<file path="src/rtl/hpt_pkg.sv">
package hpt_pkg;

  localparam int FRAC_BITS = 16;
  localparam int COORD_W   = 32;
  localparam int PROD_W    = 2 * COORD_W;
  localparam int SUM_W     = PROD_W + 2;          // four terms, exact
  localparam int MAG_W     = SUM_W;               // |sum| fits unsigned
  localparam int NUM_W     = MAG_W + FRAC_BITS;   // |t| << FRAC_BITS
  localparam int QUO_W     = COORD_W;
  localparam int N_STAGES  = QUO_W;               // one quotient bit per stage
  localparam int CFG_W     = 64;
  localparam int N_REGS    = 8;
  localparam int REG_IDX_W = $clog2(N_REGS);
  localparam int CFG_IDX_W = 8;
  localparam int Q_DEPTH   = 4;
  localparam int Q_PTR_W   = $clog2(Q_DEPTH);

  localparam logic [CFG_W-1:0] ONE_LO = CFG_W'(1) << FRAC_BITS;
  localparam logic [CFG_W-1:0] ONE_HI = ONE_LO << COORD_W;

  localparam logic [QUO_W-1:0] SAT_POS = {1'b0, {(QUO_W-1){1'b1}}};
  localparam logic [QUO_W-1:0] SAT_NEG = {1'b1, {(QUO_W-1){1'b0}}};

  typedef enum logic [REG_IDX_W-1:0] {
    REG_ROW0_LO, REG_ROW0_HI, REG_ROW1_LO, REG_ROW1_HI,
    REG_ROW2_LO, REG_ROW2_HI, REG_ROW3_LO, REG_ROW3_HI
  } reg_idx_e;

  // Column sums t0..t2 and w (index 3), two's complement.
  typedef struct packed {
    logic [3:0][SUM_W-1:0] t;
  } item_t;

endpackage

</file>
<file path="src/rtl/hpt_queue.sv">
module hpt_queue import hpt_pkg::*; (
  input  logic  clk_i,
  input  logic  rst_ni,
  input  logic  push_i,
  input  item_t item_i,
  output logic  full_o,
  input  logic  pop_i,
  output item_t item_o,
  output logic  empty_o
);

  item_t mem_q [Q_DEPTH];
  logic [Q_PTR_W-1:0] wr_q, rd_q;
  logic [Q_PTR_W:0]   cnt_q;
  logic do_push, do_pop;

  assign full_o  = (cnt_q == (Q_PTR_W+1)'(Q_DEPTH));
  assign empty_o = (cnt_q == '0);
  assign do_push = push_i && !full_o;
  assign do_pop  = pop_i && !empty_o;
  assign item_o  = mem_q[rd_q];

  always_ff @(posedge clk_i or negedge rst_ni) begin
    if (!rst_ni) begin
      wr_q  <= '0;
      rd_q  <= '0;
      cnt_q <= '0;
    end else begin
      if (do_push) wr_q <= wr_q + 1'b1;
      if (do_pop)  rd_q <= rd_q + 1'b1;
      if (do_push && !do_pop)      cnt_q <= cnt_q + 1'b1;
      else if (do_pop && !do_push) cnt_q <= cnt_q - 1'b1;
    end
  end

  always_ff @(posedge clk_i) begin
    if (do_push) mem_q[wr_q] <= item_i;
  end

endmodule

</file>
<file path="config.mk">
export PLATFORM = sky130hd
export DESIGN_NAME = hpt_queue
export DESIGN_NICKNAME = d
export VERILOG_FILES = /design/src/rtl/hpt_pkg.sv /design/src/rtl/hpt_queue.sv
export SDC_FILE = /design/constraint.sdc
export NUM_CORES = 1
export LEC_CHECK = 0
export BUFFER_PORTS_ARGS = -buffer_cell sky130_fd_sc_hd__buf_2
export CAP_MARGIN = 20
export CORE_AREA = 2 2 331 267
export CTS_BUF_LIST = sky130_fd_sc_hd__clkbuf_8
export DETAILED_ROUTE_END_ITERATION = 8
export DIE_AREA = 0 0 333 269
export SYNTH_ARGS = -nofsm -noshare
export SYNTH_HDL_FRONTEND = slang
export SYNTH_SLANG_ARGS = --single-unit
</file>
<file path="constraint.sdc">
create_clock -name clk_i -period 20.6 [get_ports clk_i]
set_input_delay 4.12 -clock clk_i [delete_from_list [all_inputs] [get_ports clk_i]]
set_output_delay 4.12 -clock clk_i [all_outputs]
set_load 0.005 [all_outputs]
</file>
==> impl_metrics.ini <==
[status]
run_status = completed

[clocking]
clock_path_buffers = 3
cts-buffers-inserted = 163
htree_num_levels = 4
post-cts-setup-buffers = 0
cts_repair_resize_count = 0
numClockSinks = 1063
clk_pin_slew_worst_paths_ps = 60
holdBufCountCts = 0
clock_latency_ps = 790
tritoncts = built
cts_root_buffer = clkbuf_8

[timing]
minimum_period_implied_by_the_final_worst_setup_slack_ps = 8430
maxSlewHeadroom = 0.233
grt_setup_unrepaired = no
achievable_frequency_mhz = 119
finClkSkew_ps = 35.7
worst_pin_slew_ps = 1150
finalMaxSlewViolations = 0
totalNegativeSetupSlack_ps = 0
final-setup-viol-count = 0
finalHoldViolCount = 0
post-route-period-util = 0.409

[layout]
finalNonFillerCells = 3338
layout-drive-gt1-share = 0.465
layout.nets = 2349
areaGrowthSynthToFinish_pct = 17.5

[route]
first_pass_iters = 5
drcViolationCount = 0
wl_mm = 78.4
ant_nets = 0
drt_first_iter_violations = 998
drt-wirelength-per-cell_um = 23.5
vias_per_cell = 5.13
vias = 17100

[global_routing]
grt_pass1_vias = 18200
gr-max-usage-layer = met2
groute.layer.met1.usage = 0.219
grt_util_met2 = 0.279
groute.layer.met3.usage = 0.0656
globalRouteOverflowTotal = 0
globalRouteTotalUtil = 0.173
antenna_violations_before_repair = 19
pin_count_of_the_biggest_net_entering_global_routing = 141
grt_pass1_wl_mm = 115

[logic_synthesis]
synth_adder_area_share = 0.00214
syn-cell-area_um2 = 38500
post_synth.cell_area_avg_um2 = 27.2
synth_seq_area_share = 0.827
synth_mux_area_frac = 0.155
main_combinational_cell_family_by_area_after_synthesis = multiplexers
synth_compound_gate_area_share = 0
synth-edff-count = 1056
post_synthesis_cell_type_count = 22
share_of_the_synthesized_netlist_area_taken_by_xor_and_xnor_gates = 0.00136
synth_async_sr_flop_share = 0.00659
synth_flop_cell = edfxtp_1
synthesis_warnings = 0
synth_area_in_simple_gates = 0.00149
syn_nets = 1689
synth.ff_latch_count = 1063
synth_cells = 1415

[job]
timing.max_cap.violations = 0

[pwr]
post_layout_power_mw = 6.31
leakage_power_nw = 15.5
power.ir.vdd_worst_mv = 0.112
p_per_area_nw_per_um2 = 139

[setup_path]
critPathSlowestCell = dfrtp_4
cp_top_family = buffers and inverters
criticalPathCategory = reg2out
crit_path_start_kind = flip-flop
worstSetupEndpointType = output port
arrival_ps = 4310
worst-r2r-setup-slack_ps = 16610
timing.critical_path.slowest_cell_delay_ps = 920
cp_common_cell = buf_4
required_ps = 16480
critical_path.cell_chain = buf_4 > buf_4 > mux4_2 > buf_2
critPathMaxFanout = 47
worst-path-buf-inv = 3

[placement]
numPortBuffers = 533
globalplace.congestion = 0.734
placed_cells_incl_taps = 3048
detailed_place_hpwl_mm = 47.6

[floorplanning]
floorplan.core_area_um2 = 86700
dieWidth_um = 333
initial_core_utilization = 0.445
ios = 534
die_h_um = 269
row_count = 97
floorplan.die_area_um2 = 89600

[min_path]
holdCritPathClass = reg2reg
==> cells by family after synthesis <==
| kind of cell | count (synthesis) |
|---|---|
| flops | 1063 |
| mux | 266 |
| buf+inv | 64 |
| fa+ha+maj | 6 |
| simple gates | 10 |
| xor+xnor | 6 |
==> cell usage in the layout (no fill, tap or decap) <==
master,netlist,final
buf_4,0,19
inv_12,0,2
nand3_1,1,1
nand2_1,1,1
and2_4,0,4
xnor2_1,4,4
mux4_2,264,264
inv_6,0,3
buf_2,29,533
mux2_2,2,2
or3_1,1,1
edfxtp_1,1056,1056
bufinv_16,0,3
nor3b_1,1,1
inv_8,0,2
diode_2,0,6
clkinv_1,0,31
xor2_1,2,2
clkinv_8,0,1
clkbuf_8,0,164
clkinv_2,0,13
dfrtp_4,0,2
clkinvlp_4,0,5
nor2b_1,1,1
nor2_1,1,1
dfrtp_1,7,5
ha_1,5,5
fa_1,1,1
inv_1,4,64
buf_12,1,3
==> registers in the layout, summed over array words and instances, names as in the netlist <==
name   flops
wr_q       2
rd_q       2
cnt_q      3
mem_q   1056
==> area by class of cell <==
| type | count | area (µm²) |
|---|---|---|
| diodes | 6 | 15.0 |
| clock buffers | 164 | 2260 |
| clock inverters | 120 | 632 |
| fillers | 6838 | 41400 |
| inverters | 4 | 15.0 |
| multi-input cells | 288 | 6170 |
| flip-flops and latches | 1063 | 31900 |
| well taps | 1138 | 1420 |
| repair buffers | 555 | 2870 |
==> power breakdown <==
group          internal (mW)  switching (mW)
registers               2.86           0.124
clock network          0.782           0.785
logic                  0.822           0.934
total                   4.47            1.84
==> through the flow <==
step                      setup WS [ps]   util  hold WS (ps)  area (µm²)
final                             12170  0.522           488       45300
after global routing              11660  0.522           497       45300
after CTS                         11840  0.522           488       45300
after detailed placement          12760  0.489           480       42400
after global placement            12790  0.489           467       42400
after floorplan                    9550      -           447       38500
==> synthesized netlist by cell type, types with 2 or more instances <==
cell	count	area, µm²
xnor2_1	4	35.0
and2_1	4	25.0
mux4_2	264	5950
ha_1	5	62.6
inv_1	4	15.0
dfrtp_1	7	175
clkbuf_1	2	7.51
xor2_1	2	17.5
buf_2	29	145
buf_6	26	293
mux2_2	2	22.5
edfxtp_1	1056	31700
==> worst paths after layout <==
path                          start       endpoint  depth (start not counted)
max                         rd_q[0]     item_o[91]                          4
min                        cnt_q[2]       cnt_q[2]                          1
max reg2reg                cnt_q[2]  mem_q[1][109]                          5
min reg2reg                cnt_q[2]       cnt_q[2]                          1
max in group asynchronous    rst_ni        rd_q[0]                          1
min in group asynchronous    rst_ni        wr_q[1]                          1
==> metal layers <==
| layer | vias up | share of wire |
|---|---|---|
| met5 | - | 0.0023 |
| met1 | 8929 | 0.40 |
| met2 | 482 | 0.50 |
| met3 | 144 | 0.078 |
| met4 | 30 | 0.019 |
| li1 | 7532 | - |
Note: power is estimated with default switching activity, not from simulation.
